--- src/sts_pkg.sv ---
// Package for the source token scanner: kinds, error codes, modes, keyword table and character tests.
package sts_pkg;

  localparam int PositionBitsDefault = 16;
  localparam int KeywordMaxLenDefault = 6;
  localparam int KwCount = 18;
  localparam int KwBase = 26;

  localparam logic [5:0] TK_LPAREN = 6'd0;
  localparam logic [5:0] TK_RPAREN = 6'd1;
  localparam logic [5:0] TK_LBRACE = 6'd2;
  localparam logic [5:0] TK_RBRACE = 6'd3;
  localparam logic [5:0] TK_COMMA = 6'd4;
  localparam logic [5:0] TK_DOT = 6'd5;
  localparam logic [5:0] TK_MINUS = 6'd6;
  localparam logic [5:0] TK_PLUS = 6'd7;
  localparam logic [5:0] TK_SEMI = 6'd8;
  localparam logic [5:0] TK_SLASH = 6'd9;
  localparam logic [5:0] TK_STAR = 6'd10;
  localparam logic [5:0] TK_PERCENT = 6'd11;
  localparam logic [5:0] TK_BANG = 6'd12;
  localparam logic [5:0] TK_EQUAL = 6'd14;
  localparam logic [5:0] TK_GREATER = 6'd16;
  localparam logic [5:0] TK_LESS = 6'd18;
  localparam logic [5:0] TK_FSTART = 6'd20;
  localparam logic [5:0] TK_STRING = 6'd21;
  localparam logic [5:0] TK_NUMBER = 6'd22;
  localparam logic [5:0] TK_IDENT = 6'd23;
  localparam logic [5:0] TK_ERROR = 6'd24;
  localparam logic [5:0] TK_END = 6'd25;

  localparam logic [1:0] ERR_NONE = 2'd0;
  localparam logic [1:0] ERR_CHAR = 2'd1;
  localparam logic [1:0] ERR_STRING = 2'd2;
  localparam logic [1:0] ERR_COMMENT = 2'd3;

  typedef enum logic [10:0] {
    M_IDLE       = 11'b000_0000_0001,
    M_SLASH      = 11'b000_0000_0010,
    M_LINE       = 11'b000_0000_0100,
    M_BLOCK      = 11'b000_0000_1000,
    M_BLOCK_STAR = 11'b000_0001_0000,
    M_OP2        = 11'b000_0010_0000,
    M_STRING     = 11'b000_0100_0000,
    M_NUMBER     = 11'b000_1000_0000,
    M_NUM_DOT    = 11'b001_0000_0000,
    M_FRACTION   = 11'b010_0000_0000,
    M_IDENT      = 11'b100_0000_0000
  } mode_t;

  // keyword text, first char in the low byte, zero padded
  function automatic logic [63:0] kw_text(input int i);
    case (i)
      0: kw_text = 64'h646e61;
      1: kw_text = 64'h6a626f;
      2: kw_text = 64'h65736c65;
      3: kw_text = 64'h65736c6166;
      4: kw_text = 64'h65757274;
      5: kw_text = 64'h726f66;
      6: kw_text = 64'h6e66;
      7: kw_text = 64'h6669;
      8: kw_text = 64'h6f64;
      9: kw_text = 64'h6c696e;
      10: kw_text = 64'h726f;
      11: kw_text = 64'h746e697270;
      12: kw_text = 64'h6e7275746572;
      13: kw_text = 64'h7265707573;
      14: kw_text = 64'h73696874;
      15: kw_text = 64'h726176;
      16: kw_text = 64'h74736e6f63;
      17: kw_text = 64'h656c696877;
      default: kw_text = 64'h0;
    endcase
  endfunction

  function automatic logic [3:0] kw_len(input int i);
    case (i)
      0, 1, 5, 9, 15: kw_len = 4'd3;
      2, 4, 14: kw_len = 4'd4;
      6, 7, 8, 10: kw_len = 4'd2;
      12: kw_len = 4'd6;
      default: kw_len = 4'd5;
    endcase
  endfunction

  function automatic logic is_digit(input logic [7:0] b);
    is_digit = (b >= 8'h30) && (b <= 8'h39);
  endfunction

  function automatic logic is_letter(input logic [7:0] b);
    is_letter = (b >= 8'h61 && b <= 8'h7a) || (b >= 8'h41 && b <= 8'h5a) || (b == 8'h5f);
  endfunction

endpackage

--- src/source_token_scanner.sv ---
// Source token scanner top level: byte stream in, token stream out.
//
// s_axis carries one source word per beat: tdata[7:0] char_byte, tuser end_of_source.
// A zero byte or end_of_source flushes any pending token and emits an end token.
// m_axis carries one token per word; tlast marks the final token caused by one
// input word. Each input word yields zero to three tokens.
// Tokens of a word appear on m_axis the cycle after it is accepted.
// Throughput: one input word per cycle while each word yields at most one token and
// the receiver is ready; a word yielding more tokens holds the input until the
// three-entry output queue, draining one token per ready cycle, reaches its last token.
// s_axis_tready stays high while the queue is empty or its last token leaves.
// When the receiver stalls, tokens hold in the queue and input is held off.
// Reset (rst, synchronous) empties the queue and returns the scanner to line 1,
// column 1, offset 0, between tokens.
// Blanks and closed comments produce no tokens; newlines inside strings and comments
// still advance the line count.
module source_token_scanner #(
  parameter int PositionBits = sts_pkg::PositionBitsDefault,
  parameter int KeywordMaxLen = sts_pkg::KeywordMaxLenDefault
) (
  input  logic                          clk,
  input  logic                          rst,
  input  logic                          s_axis_tvalid,
  output logic                          s_axis_tready,
  input  logic [7:0]                    s_axis_tdata,  // char_byte
  input  logic                          s_axis_tuser,  // end_of_source
  output logic                          m_axis_tvalid,
  input  logic                          m_axis_tready,
  // token_kind, start_offset, lexeme_length, line_number, end_column, error_code
  output logic [((6+4*PositionBits+2+7)/8)*8-1:0] m_axis_tdata,
  output logic                          m_axis_tlast   // last_of_run
);
  localparam int PB = PositionBits;
  localparam int TW = 6 + 4 * PB + 2;
  localparam int DW = ((TW + 7) / 8) * 8;

  logic step;
  logic [1:0] tok_count;
  logic [3*TW-1:0] toks;
  logic [TW-1:0] tok;

  assign step = s_axis_tvalid && s_axis_tready;

  sts_core #(.PositionBits(PB), .KeywordMaxLen(KeywordMaxLen)) u_core (
    .clk(clk), .rst(rst), .step(step),
    .char_byte(s_axis_tdata), .end_of_source(s_axis_tuser),
    .tok_count(tok_count), .toks(toks)
  );

  sts_outq #(.PositionBits(PB)) u_q (
    .clk(clk), .rst(rst), .load(step), .load_count(tok_count), .load_toks(toks),
    .can_load(s_axis_tready), .tvalid(m_axis_tvalid), .tready(m_axis_tready),
    .tok(tok), .tlast(m_axis_tlast)
  );

  // record is {kind, start, len, line, col, err}; tdata has kind lowest
  assign m_axis_tdata = DW'({tok[1:0], tok[2 +: PB], tok[2+PB +: PB], tok[2+2*PB +: PB],
                             tok[2+3*PB +: PB], tok[TW-1 -: 6]});

endmodule

--- src/sts_kwmatch.sv ---
// Keyword lookup of a buffered identifier.
module sts_kwmatch #(
  parameter int KeywordMaxLen = sts_pkg::KeywordMaxLenDefault
) (
  input  logic [KeywordMaxLen*8-1:0] text,
  input  logic [3:0]                 len,
  output logic [5:0]                 kind
);
  import sts_pkg::*;

  logic [63:0] wide;
  logic [63:0] mask;

  always_comb begin
    wide = 64'(text);
    kind = TK_IDENT;
    for (int i = KwCount - 1; i >= 0; i--) begin
      mask = (64'd1 << {kw_len(i), 3'd0}) - 64'd1;
      if (kw_len(i) == len && (wide & mask) == kw_text(i)) begin
        kind = 6'(KwBase + i);
      end
    end
  end

endmodule

--- src/sts_core.sv ---
// Scanner state and next-state logic: turns one byte into up to three token records.
module sts_core #(
  parameter int PositionBits = sts_pkg::PositionBitsDefault,
  parameter int KeywordMaxLen = sts_pkg::KeywordMaxLenDefault
) (
  input  logic                        clk,
  input  logic                        rst,
  input  logic                        step,
  input  logic [7:0]                  char_byte,
  input  logic                        end_of_source,
  output logic [1:0]                  tok_count,
  output logic [3*(6+4*PositionBits+2)-1:0] toks
);
  import sts_pkg::*;

  localparam int PB = PositionBits;
  localparam int TW = 6 + 4 * PB + 2;
  localparam logic [PB-1:0] PosMax = '1;
  localparam int LW = $clog2(KeywordMaxLen + 2);

  mode_t mode, mode_next;
  logic [PB-1:0] token_start, token_start_next, byte_offset, byte_offset_next;
  logic [PB-1:0] line_count, line_count_next, column_count, column_count_next;
  logic [PB-1:0] tok_len, tok_len_next, dot_start, dot_start_next, dot_col, dot_col_next;
  logic [5:0] op_kind, op_kind_next;
  logic [LW-1:0] ident_length, ident_length_next;
  logic [7:0] ident_buffer [KeywordMaxLen];
  logic buf_we;
  logic [LW-1:0] buf_addr;
  logic [KeywordMaxLen*8-1:0] buf_flat;
  logic [5:0] id_kind;
  logic [TW-1:0] tk [3];
  logic [1:0] cnt;
  logic at_end, reprocess;
  logic [7:0] b;

  function automatic logic [PB-1:0] sinc(input logic [PB-1:0] x);
    sinc = (x == PosMax) ? x : x + 1'b1;
  endfunction

  always_comb begin
    for (int i = 0; i < KeywordMaxLen; i++) buf_flat[i*8 +: 8] = ident_buffer[i];
  end

  sts_kwmatch #(.KeywordMaxLen(KeywordMaxLen)) u_kw (
    .text(buf_flat),
    .len(4'(ident_length)),
    .kind(id_kind)
  );

  always_comb begin
    mode_next = mode;
    token_start_next = token_start;
    byte_offset_next = byte_offset;
    line_count_next = line_count;
    column_count_next = column_count;
    tok_len_next = tok_len;
    dot_start_next = dot_start;
    dot_col_next = dot_col;
    op_kind_next = op_kind;
    ident_length_next = ident_length;
    buf_we = 1'b0;
    buf_addr = '0;
    cnt = 2'd0;
    for (int i = 0; i < 3; i++) tk[i] = '0;
    b = char_byte;
    at_end = end_of_source || (char_byte == 8'h00);
    reprocess = 1'b0;

    // One pass: pending-mode handling, then optional idle handling of the same byte.
    // Emissions use the line count at that moment; position updates happen in order.
    if (at_end) begin
      case (mode)
        M_SLASH: begin
          tk[cnt] = {TK_SLASH, token_start, tok_len, line_count_next, column_count_next, ERR_NONE};
          cnt = cnt + 1'b1;
        end
        M_BLOCK, M_BLOCK_STAR: begin
          tk[cnt] = {TK_ERROR, token_start, tok_len, line_count_next, column_count_next,
                     ERR_COMMENT};
          cnt = cnt + 1'b1;
        end
        M_OP2: begin
          tk[cnt] = {op_kind, token_start, tok_len, line_count_next, column_count_next, ERR_NONE};
          cnt = cnt + 1'b1;
        end
        M_STRING: begin
          tk[cnt] = {TK_STRING, token_start, tok_len, line_count_next, column_count_next,
                     ERR_STRING};
          cnt = cnt + 1'b1;
        end
        M_NUMBER, M_FRACTION: begin
          tk[cnt] = {TK_NUMBER, token_start, tok_len, line_count_next, column_count_next,
                     ERR_NONE};
          cnt = cnt + 1'b1;
        end
        M_NUM_DOT: begin
          tk[0] = {TK_NUMBER, token_start, tok_len, line_count_next, dot_col, ERR_NONE};
          tk[1] = {TK_DOT, dot_start, PB'(1), line_count_next, column_count_next, ERR_NONE};
          cnt = 2'd2;
        end
        M_IDENT: begin
          tk[cnt] = {id_kind, token_start, tok_len, line_count_next, column_count_next, ERR_NONE};
          cnt = cnt + 1'b1;
        end
        default: ;
      endcase
      mode_next = M_IDLE;
      tk[cnt] = {TK_END, byte_offset, PB'(0), line_count_next, column_count_next, ERR_NONE};
      cnt = cnt + 1'b1;
    end else begin
      reprocess = (mode == M_IDLE);
      case (mode)
        M_SLASH: begin
          if (b == 8'h2f || b == 8'h2a) begin
            mode_next = (b == 8'h2f) ? M_LINE : M_BLOCK;
            tok_len_next = sinc(tok_len);
          end else begin
            tk[0] = {TK_SLASH, token_start, tok_len, line_count, column_count, ERR_NONE};
            cnt = 2'd1;
            reprocess = 1'b1;
          end
        end
        M_LINE: if (b == 8'h0a) mode_next = M_IDLE;
        M_BLOCK: begin
          tok_len_next = sinc(tok_len);
          if (b == 8'h2a) mode_next = M_BLOCK_STAR;
        end
        M_BLOCK_STAR: begin
          tok_len_next = sinc(tok_len);
          if (b == 8'h2f) mode_next = M_IDLE;
          else if (b != 8'h2a) mode_next = M_BLOCK;
        end
        M_OP2: begin
          if (b == 8'h3d) begin
            mode_next = M_IDLE;
            tok_len_next = sinc(tok_len);
            tk[0] = {op_kind + 6'd1, token_start, sinc(tok_len),
                     (b == 8'h0a) ? sinc(line_count) : line_count, sinc(column_count),
                     ERR_NONE};
            cnt = 2'd1;
          end else begin
            tk[0] = {op_kind, token_start, tok_len, line_count, column_count, ERR_NONE};
            cnt = 2'd1;
            reprocess = 1'b1;
          end
        end
        M_STRING: begin
          if (b == 8'h22) begin
            mode_next = M_IDLE;
            tk[0] = {TK_STRING, token_start, tok_len, line_count, sinc(column_count), ERR_NONE};
            cnt = 2'd1;
          end else begin
            tok_len_next = sinc(tok_len);
          end
        end
        M_NUMBER: begin
          if (is_digit(b)) begin
            tok_len_next = sinc(tok_len);
          end else if (b == 8'h2e) begin
            dot_start_next = byte_offset;
            dot_col_next = column_count;
            mode_next = M_NUM_DOT;
          end else begin
            tk[0] = {TK_NUMBER, token_start, tok_len, line_count, column_count, ERR_NONE};
            cnt = 2'd1;
            reprocess = 1'b1;
          end
        end
        M_NUM_DOT: begin
          if (is_digit(b)) begin
            tok_len_next = sinc(sinc(tok_len));
            mode_next = M_FRACTION;
          end else begin
            tk[0] = {TK_NUMBER, token_start, tok_len, line_count, dot_col, ERR_NONE};
            tk[1] = {TK_DOT, dot_start, PB'(1), line_count, column_count, ERR_NONE};
            cnt = 2'd2;
            reprocess = 1'b1;
          end
        end
        M_FRACTION: begin
          if (is_digit(b)) begin
            tok_len_next = sinc(tok_len);
          end else begin
            tk[0] = {TK_NUMBER, token_start, tok_len, line_count, column_count, ERR_NONE};
            cnt = 2'd1;
            reprocess = 1'b1;
          end
        end
        M_IDENT: begin
          if (b == 8'h22 && ident_length == LW'(1) && ident_buffer[0] == 8'h66) begin
            mode_next = M_IDLE;
            tk[0] = {TK_FSTART, token_start, sinc(tok_len), line_count, sinc(column_count),
                     ERR_NONE};
            cnt = 2'd1;
            tok_len_next = sinc(tok_len);
          end else if (is_letter(b) || is_digit(b)) begin
            tok_len_next = sinc(tok_len);
            if (ident_length < LW'(KeywordMaxLen)) begin
              buf_we = 1'b1;
              buf_addr = ident_length;
            end
            if (ident_length <= LW'(KeywordMaxLen)) ident_length_next = ident_length + 1'b1;
          end else begin
            tk[0] = {id_kind, token_start, tok_len, line_count, column_count, ERR_NONE};
            cnt = 2'd1;
            reprocess = 1'b1;
          end
        end
        default: ;
      endcase

      if (!reprocess) begin
        // byte taken by the pending mode
        byte_offset_next = byte_offset + 1'b1;
        if (b == 8'h0a) begin
          line_count_next = sinc(line_count);
          column_count_next = PB'(1);
        end else begin
          column_count_next = sinc(column_count);
        end
      end else begin
        mode_next = M_IDLE;
        byte_offset_next = byte_offset + 1'b1;
        if (b == 8'h0a) begin
          line_count_next = sinc(line_count);
          column_count_next = PB'(1);
        end else begin
          column_count_next = sinc(column_count);
        end
        if (!(b == 8'h20 || b == 8'h0d || b == 8'h09 || b == 8'h0a)) begin
          if (b == 8'h22) begin
            tok_len_next = '0;
            token_start_next = byte_offset + 1'b1;
            mode_next = M_STRING;
          end else begin
            tok_len_next = PB'(1);
            token_start_next = byte_offset;
            if (b == 8'h2f) mode_next = M_SLASH;
            else if (b == 8'h21) begin op_kind_next = TK_BANG; mode_next = M_OP2; end
            else if (b == 8'h3d) begin op_kind_next = TK_EQUAL; mode_next = M_OP2; end
            else if (b == 8'h3e) begin op_kind_next = TK_GREATER; mode_next = M_OP2; end
            else if (b == 8'h3c) begin op_kind_next = TK_LESS; mode_next = M_OP2; end
            else if (is_digit(b)) mode_next = M_NUMBER;
            else if (is_letter(b)) begin
              buf_we = 1'b1;
              buf_addr = '0;
              ident_length_next = LW'(1);
              mode_next = M_IDENT;
            end else begin
              case (b)
                8'h28: tk[cnt] = {TK_LPAREN, byte_offset, PB'(1), line_count_next,
                                  column_count_next, ERR_NONE};
                8'h29: tk[cnt] = {TK_RPAREN, byte_offset, PB'(1), line_count_next,
                                  column_count_next, ERR_NONE};
                8'h7b: tk[cnt] = {TK_LBRACE, byte_offset, PB'(1), line_count_next,
                                  column_count_next, ERR_NONE};
                8'h7d: tk[cnt] = {TK_RBRACE, byte_offset, PB'(1), line_count_next,
                                  column_count_next, ERR_NONE};
                8'h2c: tk[cnt] = {TK_COMMA, byte_offset, PB'(1), line_count_next,
                                  column_count_next, ERR_NONE};
                8'h2e: tk[cnt] = {TK_DOT, byte_offset, PB'(1), line_count_next,
                                  column_count_next, ERR_NONE};
                8'h2d: tk[cnt] = {TK_MINUS, byte_offset, PB'(1), line_count_next,
                                  column_count_next, ERR_NONE};
                8'h2b: tk[cnt] = {TK_PLUS, byte_offset, PB'(1), line_count_next,
                                  column_count_next, ERR_NONE};
                8'h3b: tk[cnt] = {TK_SEMI, byte_offset, PB'(1), line_count_next,
                                  column_count_next, ERR_NONE};
                8'h2a: tk[cnt] = {TK_STAR, byte_offset, PB'(1), line_count_next,
                                  column_count_next, ERR_NONE};
                8'h25: tk[cnt] = {TK_PERCENT, byte_offset, PB'(1), line_count_next,
                                  column_count_next, ERR_NONE};
                default: tk[cnt] = {TK_ERROR, byte_offset, PB'(1), line_count_next,
                                    column_count_next, ERR_CHAR};
              endcase
              cnt = cnt + 1'b1;
            end
          end
        end
      end
    end
  end

  assign tok_count = cnt;
  assign toks = {tk[2], tk[1], tk[0]};

  always_ff @(posedge clk) begin
    if (step && !at_end && buf_we) ident_buffer[buf_addr[$clog2(KeywordMaxLen)-1:0]] <= b;
  end

  always_ff @(posedge clk) begin
    if (rst) begin
      mode <= M_IDLE;
      token_start <= '0;
      byte_offset <= '0;
      line_count <= PB'(1);
      column_count <= PB'(1);
      tok_len <= '0;
      dot_start <= '0;
      dot_col <= '0;
      op_kind <= '0;
      ident_length <= '0;
    end else if (step) begin
      mode <= mode_next;
      token_start <= token_start_next;
      byte_offset <= byte_offset_next;
      line_count <= line_count_next;
      column_count <= column_count_next;
      tok_len <= tok_len_next;
      dot_start <= dot_start_next;
      dot_col <= dot_col_next;
      op_kind <= op_kind_next;
      ident_length <= ident_length_next;
    end
  end

`ifndef SYNTHESIS
  a_line_nonzero: assert property (@(posedge clk) disable iff (rst) line_count != '0)
    else $error("line count reached zero");
  a_col_nonzero: assert property (@(posedge clk) disable iff (rst) column_count != '0)
    else $error("column count reached zero");
  a_end_tok: assert property (@(posedge clk) disable iff (rst)
    (step && end_of_source) |=> mode == M_IDLE)
    else $error("end marker left a pending mode");
  a_ident_len: assert property (@(posedge clk) disable iff (rst)
    ident_length <= LW'(KeywordMaxLen + 1))
    else $error("identifier length overflow");
`endif

endmodule

--- src/sts_outq.sv ---
// Output queue: holds up to three token words of one byte and drains them one per cycle while tready is high.
module sts_outq #(
  parameter int PositionBits = sts_pkg::PositionBitsDefault
) (
  input  logic                              clk,
  input  logic                              rst,
  input  logic                              load,
  input  logic [1:0]                        load_count,
  input  logic [3*(6+4*PositionBits+2)-1:0] load_toks,
  output logic                              can_load,
  output logic                              tvalid,
  input  logic                              tready,
  output logic [6+4*PositionBits+2-1:0]     tok,
  output logic                              tlast
);
  localparam int TW = 6 + 4 * PositionBits + 2;

  logic [TW-1:0] slot [3];
  logic [1:0] count, head;

  assign tvalid = count != 2'd0;
  assign tok = slot[head];
  assign tlast = count == 2'd1;
  // accept a new byte when queue empty or its final word leaves now
  assign can_load = (count == 2'd0) || (count == 2'd1 && tready);

  always_ff @(posedge clk) begin
    if (load) begin
      slot[0] <= load_toks[0 +: TW];
      slot[1] <= load_toks[TW +: TW];
      slot[2] <= load_toks[2*TW +: TW];
    end
  end

  always_ff @(posedge clk) begin
    if (rst) begin
      count <= 2'd0;
      head <= 2'd0;
    end else if (load) begin
      count <= load_count;
      head <= 2'd0;
    end else if (tvalid && tready) begin
      count <= count - 1'b1;
      head <= head + 1'b1;
    end
  end

`ifndef SYNTHESIS
  a_load_ok: assert property (@(posedge clk) disable iff (rst) load |-> can_load)
    else $error("load into busy queue");
  a_head: assert property (@(posedge clk) disable iff (rst) tvalid |-> head + count <= 2'd3)
    else $error("queue head out of range");
  a_cnt: assert property (@(posedge clk) disable iff (rst) count != 2'd3 || head == 2'd0)
    else $error("full queue with moved head");
`endif

endmodule
--- config.mk ---
export PLATFORM = sky130hd
export DESIGN_NAME = source_token_scanner
export DESIGN_NICKNAME = d
export VERILOG_FILES = /design/src/sts_pkg.sv /design/src/source_token_scanner.sv /design/src/sts_kwmatch.sv /design/src/sts_core.sv /design/src/sts_outq.sv
export SDC_FILE = /design/constraint.sdc
export NUM_CORES = 1
export LEC_CHECK = 0
export BUFFER_PORTS_ARGS = -buffer_cell sky130_fd_sc_hd__buf_4
export CORE_UTILIZATION = 60
export DETAILED_ROUTE_END_ITERATION = 7
export PLACE_DENSITY_LB_ADDON = 0.05
export SETUP_SLACK_MARGIN = 0.1
export SKIP_LAST_GASP = 1
export SYNTH_ARGS = -nofsm -noshare
export SYNTH_HDL_FRONTEND = slang
export SYNTH_HIERARCHICAL = 1
export SYNTH_SLANG_ARGS = --single-unit
--- constraint.sdc ---
create_clock -name clk -period 18.95 [get_ports clk]
set_input_delay 2.8425 -clock clk [delete_from_list [all_inputs] [get_ports clk]]
set_output_delay 2.8425 -clock clk [all_outputs]
set_load 0.05 [all_outputs]
# After elaboration in Yosys (flattened, before gate mapping)
# Memory sizes are Yosys's and may differ from the RTL's. A register that Yosys moved wholly into a read port is not among the register bits.
# Index checks and enable logic that the tools add are counted.
[classes]
div = 0
multipliers = 0
add_sub_neg = 11
n_bitwise = 7
n_lt_le_gt_ge = 12
eq_ne = 74
n_mux = 200
shift = 0
reduce_logical = 56
[op_table]
columns = ["cell", "count"]
rows = [
  ["216-bit bitwise mux", 13],
  ["216-bit two-way mux", 11],
  ["216-bit case mux with 11 select lines", 1],
  ["72-bit case mux with 7 select lines", 2],
  ["72-bit two-way mux", 11],
  ["16-bit two-way mux", 22],
  ["72-bit demux with 2-bit select", 2],
  ["11-bit two-way mux", 22],
  ["71-bit two-way mux", 3],
  ["40-bit by 39-bit == test with 1-bit output, second input constant", 5],
  ["143-bit two-way mux", 1],
  ["6-bit two-way mux", 22],
  ["8-bit by 6-bit == test with 1-bit output, second input constant", 16],
  ["24-bit by 23-bit == test with 1-bit output, second input constant", 5],
  ["16-bit case mux with 7 select lines", 1],
  ["11-bit case mux with 9 select lines", 1],
  ["32-bit by 31-bit == test with 1-bit output, second input constant", 3],
  ["3-bit two-way mux", 29],
  ["16-bit by 1-bit adder with 16-bit output, second input constant", 5],
  ["70-bit two-way mux", 1],
  ["69-bit two-way mux", 1],
  ["16-bit by 15-bit == test with 1-bit output, second input constant", 4],
  ["16-bit == test, second input constant", 4],
  ["48-bit by 47-bit == test with 1-bit output, second input constant", 1],
  ["56 further kinds", 174],
]
[word_totals]
mem_bits_ro = 0
ff_bits = 136
ram_bits = 264
inputBits = 13
wordCells = 374
latchBits = 0
n_memories = 2
[mem_list]
columns = ["name", "depth", "width", "read_ports", "rd_ports_with_merged_regs", "wr", "line", "text"]
rows = [
  ["u_q.slot", 3, 72, 1, 1, 3, "sts_outq.sv:18", "logic [TW-1:0] slot [3];"],
  ["u_core.ident_buffer", 6, 8, 6, 0, 1, "sts_core.sv:27", "logic [7:0] ident_buffer [KeywordMaxLen];"],
]

# Logic depth before layout (Yosys ltp)
# An unclocked memory read counts as a cell.
[logic_depth]
word_depth = 38
depth_mapped = 16
ltp_nobuf = 13

# By module
# Netlist, hierarchy kept.
[by_module_without_submodules]
columns = ["module", "area_each_um2", "seq_area_each_um2", "instances", "cells_each"]
rows = [
  ["sts_core", 15015.7, 4023.9, 1, 2064],
  ["sts_outq", 8311.7, 6606.3, 1, 486],
  ["sts_kwmatch", 967.2, 0.0, 1, 128],
  ["source_token_scanner", 6.3, 0.0, 1, 1],
]

# Worst setup path before layout
# Ideal clock, no wire load.
[synth_path]
path_type = "input port to flip-flop"
start = "input port m_axis_tready"
end = "memory u_core.ident_buffer[1][0], enable pin"
setup_time_ns = 0.398
path_stages = 7
setup_slack_ns = 8.021
required_ns = 18.552
arrival_time_ns = 10.531
cell_sequence = "nand2_1 > nand2_1 > and2_1 > nand2_1 > clkbuf_1 > nor2_1 > nor4b_1"
[synth_via]
elab_chain_cells = 7
[synth_lines]
columns = ["item", "line", "text"]
rows = [
  ["start, declared", "source_token_scanner.sv:28", "input logic m_axis_tready,"],
  ["1-bit logical AND", "sts_outq.sv:25", "assign can_load = (count == 2'd0) || (count == 2'd1 && tready);"],
  ["1-bit logical OR", "sts_outq.sv:25", ""],
  ["named net s_axis_tready", "source_token_scanner.sv:24", "output logic s_axis_tready,"],
  ["1-bit logical AND", "source_token_scanner.sv:42", "assign step = s_axis_tvalid && s_axis_tready;"],
  ["named net step", "source_token_scanner.sv:37", "logic step;"],
  ["1-bit logical AND (2 in a row)", "sts_core.sv:289", "if (step && !at_end && buf_we) ident_buffer[buf_addr[$clog2(KeywordMaxLen)-1:0]] <= b;"],
  ["1-bit two-way mux", "sts_core.sv:289", ""],
  ["1-bit two-way mux (not written as such)", "sts_core.sv:289", ""],
  ["end, declared", "sts_core.sv:27", ""],
]
# The timed path passes the listed nets, and every way through them passes these cells.

==> flow_summary.ini <==
[synthesis]
synth_fa_ha_area_share_pct = 0.9783
syn_inst = 2679
synth_edf_count = 264
synth-seq-cells = 399
yosysSeqAreaShare_pct = 43.74
netlist_area_um2 = 24300
synth_flop_cell = edfxtp_1
synth.distinct_cells = 119
synthXorXnorAreaFrac_pct = 2.415
async_reset_ff_share_pct = 0
avgSynthCellArea_um2 = 9.071
yosys_warnings = 6
synth.area.mux_share_pct = 4.232
synth_top_family_by_area = simple AND/OR/NAND/NOR gates
synth_compound_area_share_pct = 20.04
synthSimpleGateAreaFrac_pct = 22.83

[worst_setup_path]
setup.worst_path.start_class = input port
critPathRequiredTime_ns = 19.27
reg2reg_depth = 12
timing.rr.end = u_q/slot[2][58]
cp-startpoint = s_axis_tdata[1]
cp-endpoint = u_q/slot[1][16]
rr_startpoint = u_core/mode[0]
critPathMaxFanout = 26
cp.arrival_ns = 7.24
r2r_slack_ns = 13.19
cp-end-kind = flip-flop
criticalPathCategory = in2reg

[clocking]
cts_sinks = 399
post_cts_buffers = 0
cts_resized = 0
cts_max_level = 2
cts_buffer_depth = 3
clkTransAtPathRegs_ns = 0.06
cts_tree = done
numCtsBuffers = 42
clock_latency_ns = 0.57
postCtsHoldBufs = 0
cts_root_buf = clkbuf_16

[pwr]
p_sw_w = 0.0007104
power_frac_comb_pct = 19.7
power.density_nw_per_um2 = 88.53
intPower_w = 0.001605
swShare_pct = 30.68
clkPwrFrac_pct = 34.9
p_leak_nw = 8.342
power_frac_seq_pct = 45.4
ir_worst_vdd_mv = 0.09208

[timing]
finalMaxSlewViolations = 0
fin_crit_sh_pct = 36.54
tightest_slew_ns = 1.405
layout_min_cycle_time_ns = 6.923
max_freq_mhz = 144.4
timing_hold_violations_final = 0
timing.setup.tns_ns = 0
slew_headroom_pct = 6.350
rsz0062_at_grt = false
setup_viol = 0
fin_skew_ns = 0.01801

[final_layout]
syn2layout_area_growth_pct = 7.620
multi_input_area_um2 = 12480
antennaDiodeCount = 0
final_common_cell = nand2_1
design_area_um2 = 26150
regArea_um2 = 10640
final_cell_mix = nand2_1, edfxtp_1, nor2_1, o21ai_0, a21oi_1
num-fill-cells = 3211
drive_gt1_share_pct = 10.70
fin_nets = 2662

[min_path]
min_from = u_core/dot_start[4]
hp-class = reg2reg

[grt]
grt_max_degree = 94
grt_pass1_vias = 20280
grt-ovfl-total = 0
grtUsageTotal_pct = 36.39
antenna_found_initial = 2
grt_pass1_wl_mm = 116.2

[routing]
post_drt_wl_per_cell_um = 24.05
vias = 21840
drtIter0Drc = 2753
totalWireLength_mm = 76.69
dr.pass1.iters = 7
postRouteAntennaNets = 0
via_per_inst = 6.849
route.detailed.drc = 0

[place]
dpl_cell_area_um2 = 24820
io_buffers = 87
dpl.hpwl_mm = 50.74
place.gp.congestion = 0.9984

[status]
run_status = completed

[run]
drv_cap = 0

[floorplanning]
die_x_um = 203.3
core-area_um2 = 39820
num_rows = 73
die_h_um = 203.3
initial_core_util_pct = 61.02
ios = 88
dieArea_um2 = 41310
==> power groups by stage <==
stage	logic, W	clock network, W	registers [W]
final	0.000455	0.000808	0.00105
after floorplan	0.000335	0	0.00107
after detailed placement	0.000447	0	0.00107
after global routing	0.000476	0.000846	0.00106
after CTS	0.000449	0.000815	0.00105
after global placement	0.000442	0	0.00107
==> state kept, by name (all words and copies together) (netlist names), 11 cells and up, named ones only <==
register             flops
u_core/dot_start        16
u_core/tok_len          16
u_core/mode             11
u_q/slot               216
u_core/column_count     16
u_core/line_count       16
u_core/byte_offset      16
u_core/token_start      16
u_core/dot_col          16
u_core/ident_buffer     48
==> how the worst min path moves through the flow <==
stage                                to  cells after the start
floorplan           u_core/dot_start[6]                      2
CTS                 u_core/dot_start[0]                      2
global route        u_core/dot_start[4]                      2
finish              u_core/dot_start[4]                      2
detailed placement  u_core/dot_start[4]                      2
global placement    u_core/dot_start[6]                      2
==> logic make-up (layout without fill, tap and decap cells) <==
logic type / after synthesis / in the layout
xor+xnor: 67 / 67
mux: 102 / 102
flops: 399 / 399
fa+ha+maj: 19 / 19
simple gates: 1079 / 1079
buf+inv: 284 / 229
compound gates: 728 / 728
other cells: 1 / 40
==> cell type report <==
class	instances	share of cell area (%)
Timing Repair Buffer	127	3.646
Multi-Input combinational cell	2035	47.71
Tap cell	525	2.512
Clock inverter	13	0.4928
Sequential cell	399	40.68
Clock buffer	64	4.607
Inverter	25	0.3588
==> critical path, stage by stage <==
cell	delay, ns
buf_4	0.23
nor2b_1	0.51
nand3_1	0.45
o21ai_0	0.65
nand4b_1	0.31
ha_1	0.31
nand2_1	0.66
o41a_1	0.85
a21o_1	0.24
a22o_1	0.17
==> synthesized netlist by cell type, drive strengths merged (19+ instances only) <==
master  instances  area [um^2]
a21oi         148        755.7
nand4          39        277.8
nor2          210        793.3
buf           104        716.9
xnor2          29        254.0
o211ai         21        176.4
a221oi         50        437.9
dfxtp         135         2703
edfxtp        264         7928
o31ai          20        205.2
xor2           38        332.8
nor4           42        275.3
nand2b         19        118.9
clkbuf        155        584.3
or3            20        130.1
a31oi          30        187.7
a22o           24        210.2
mux2i          96        960.9
nor3           65        346.6
o21ai         233         1189
ha             19        237.7
a211oi         43        332.8
nand3          91        473.0
inv            25        93.84
nor2b          56        390.4
and3           26        162.7
nand2         383         1440
a22oi          33        247.7
==> routing by layer <==
| layer | vias up | track usage, % | part of all wire [%] |
|---|---|---|---|
| met5 | - | 0 | 0.052 |
| met4 | 2 | 15.41 | 3.9 |
| met3 | 257 | 7.542 | 11 |
| met2 | 1371 | 57.58 | 45 |
| met1 | 10360 | 48.45 | 40 |
| li1 | 9847 | - | - |
==> stage by stage <==
step	total power, W	cells	utilization (%)	worst slack, ns	hold WS, ns
3_5_place_dp	0.001518	3111	62.32	11.75	0.4636
6_report	0.002315	3188	65.67	12.03	0.4730
2_1_floorplan	0.001404	2718	-	8.021	0.4465
3_3_place_gp	0.001508	3111	62.32	11.85	0.4515
5_1_grt	0.002381	3188	65.67	11.96	0.4855
4_1_cts	0.002316	3188	65.67	12.32	0.4718
Power figures use the tool's default switching activity.
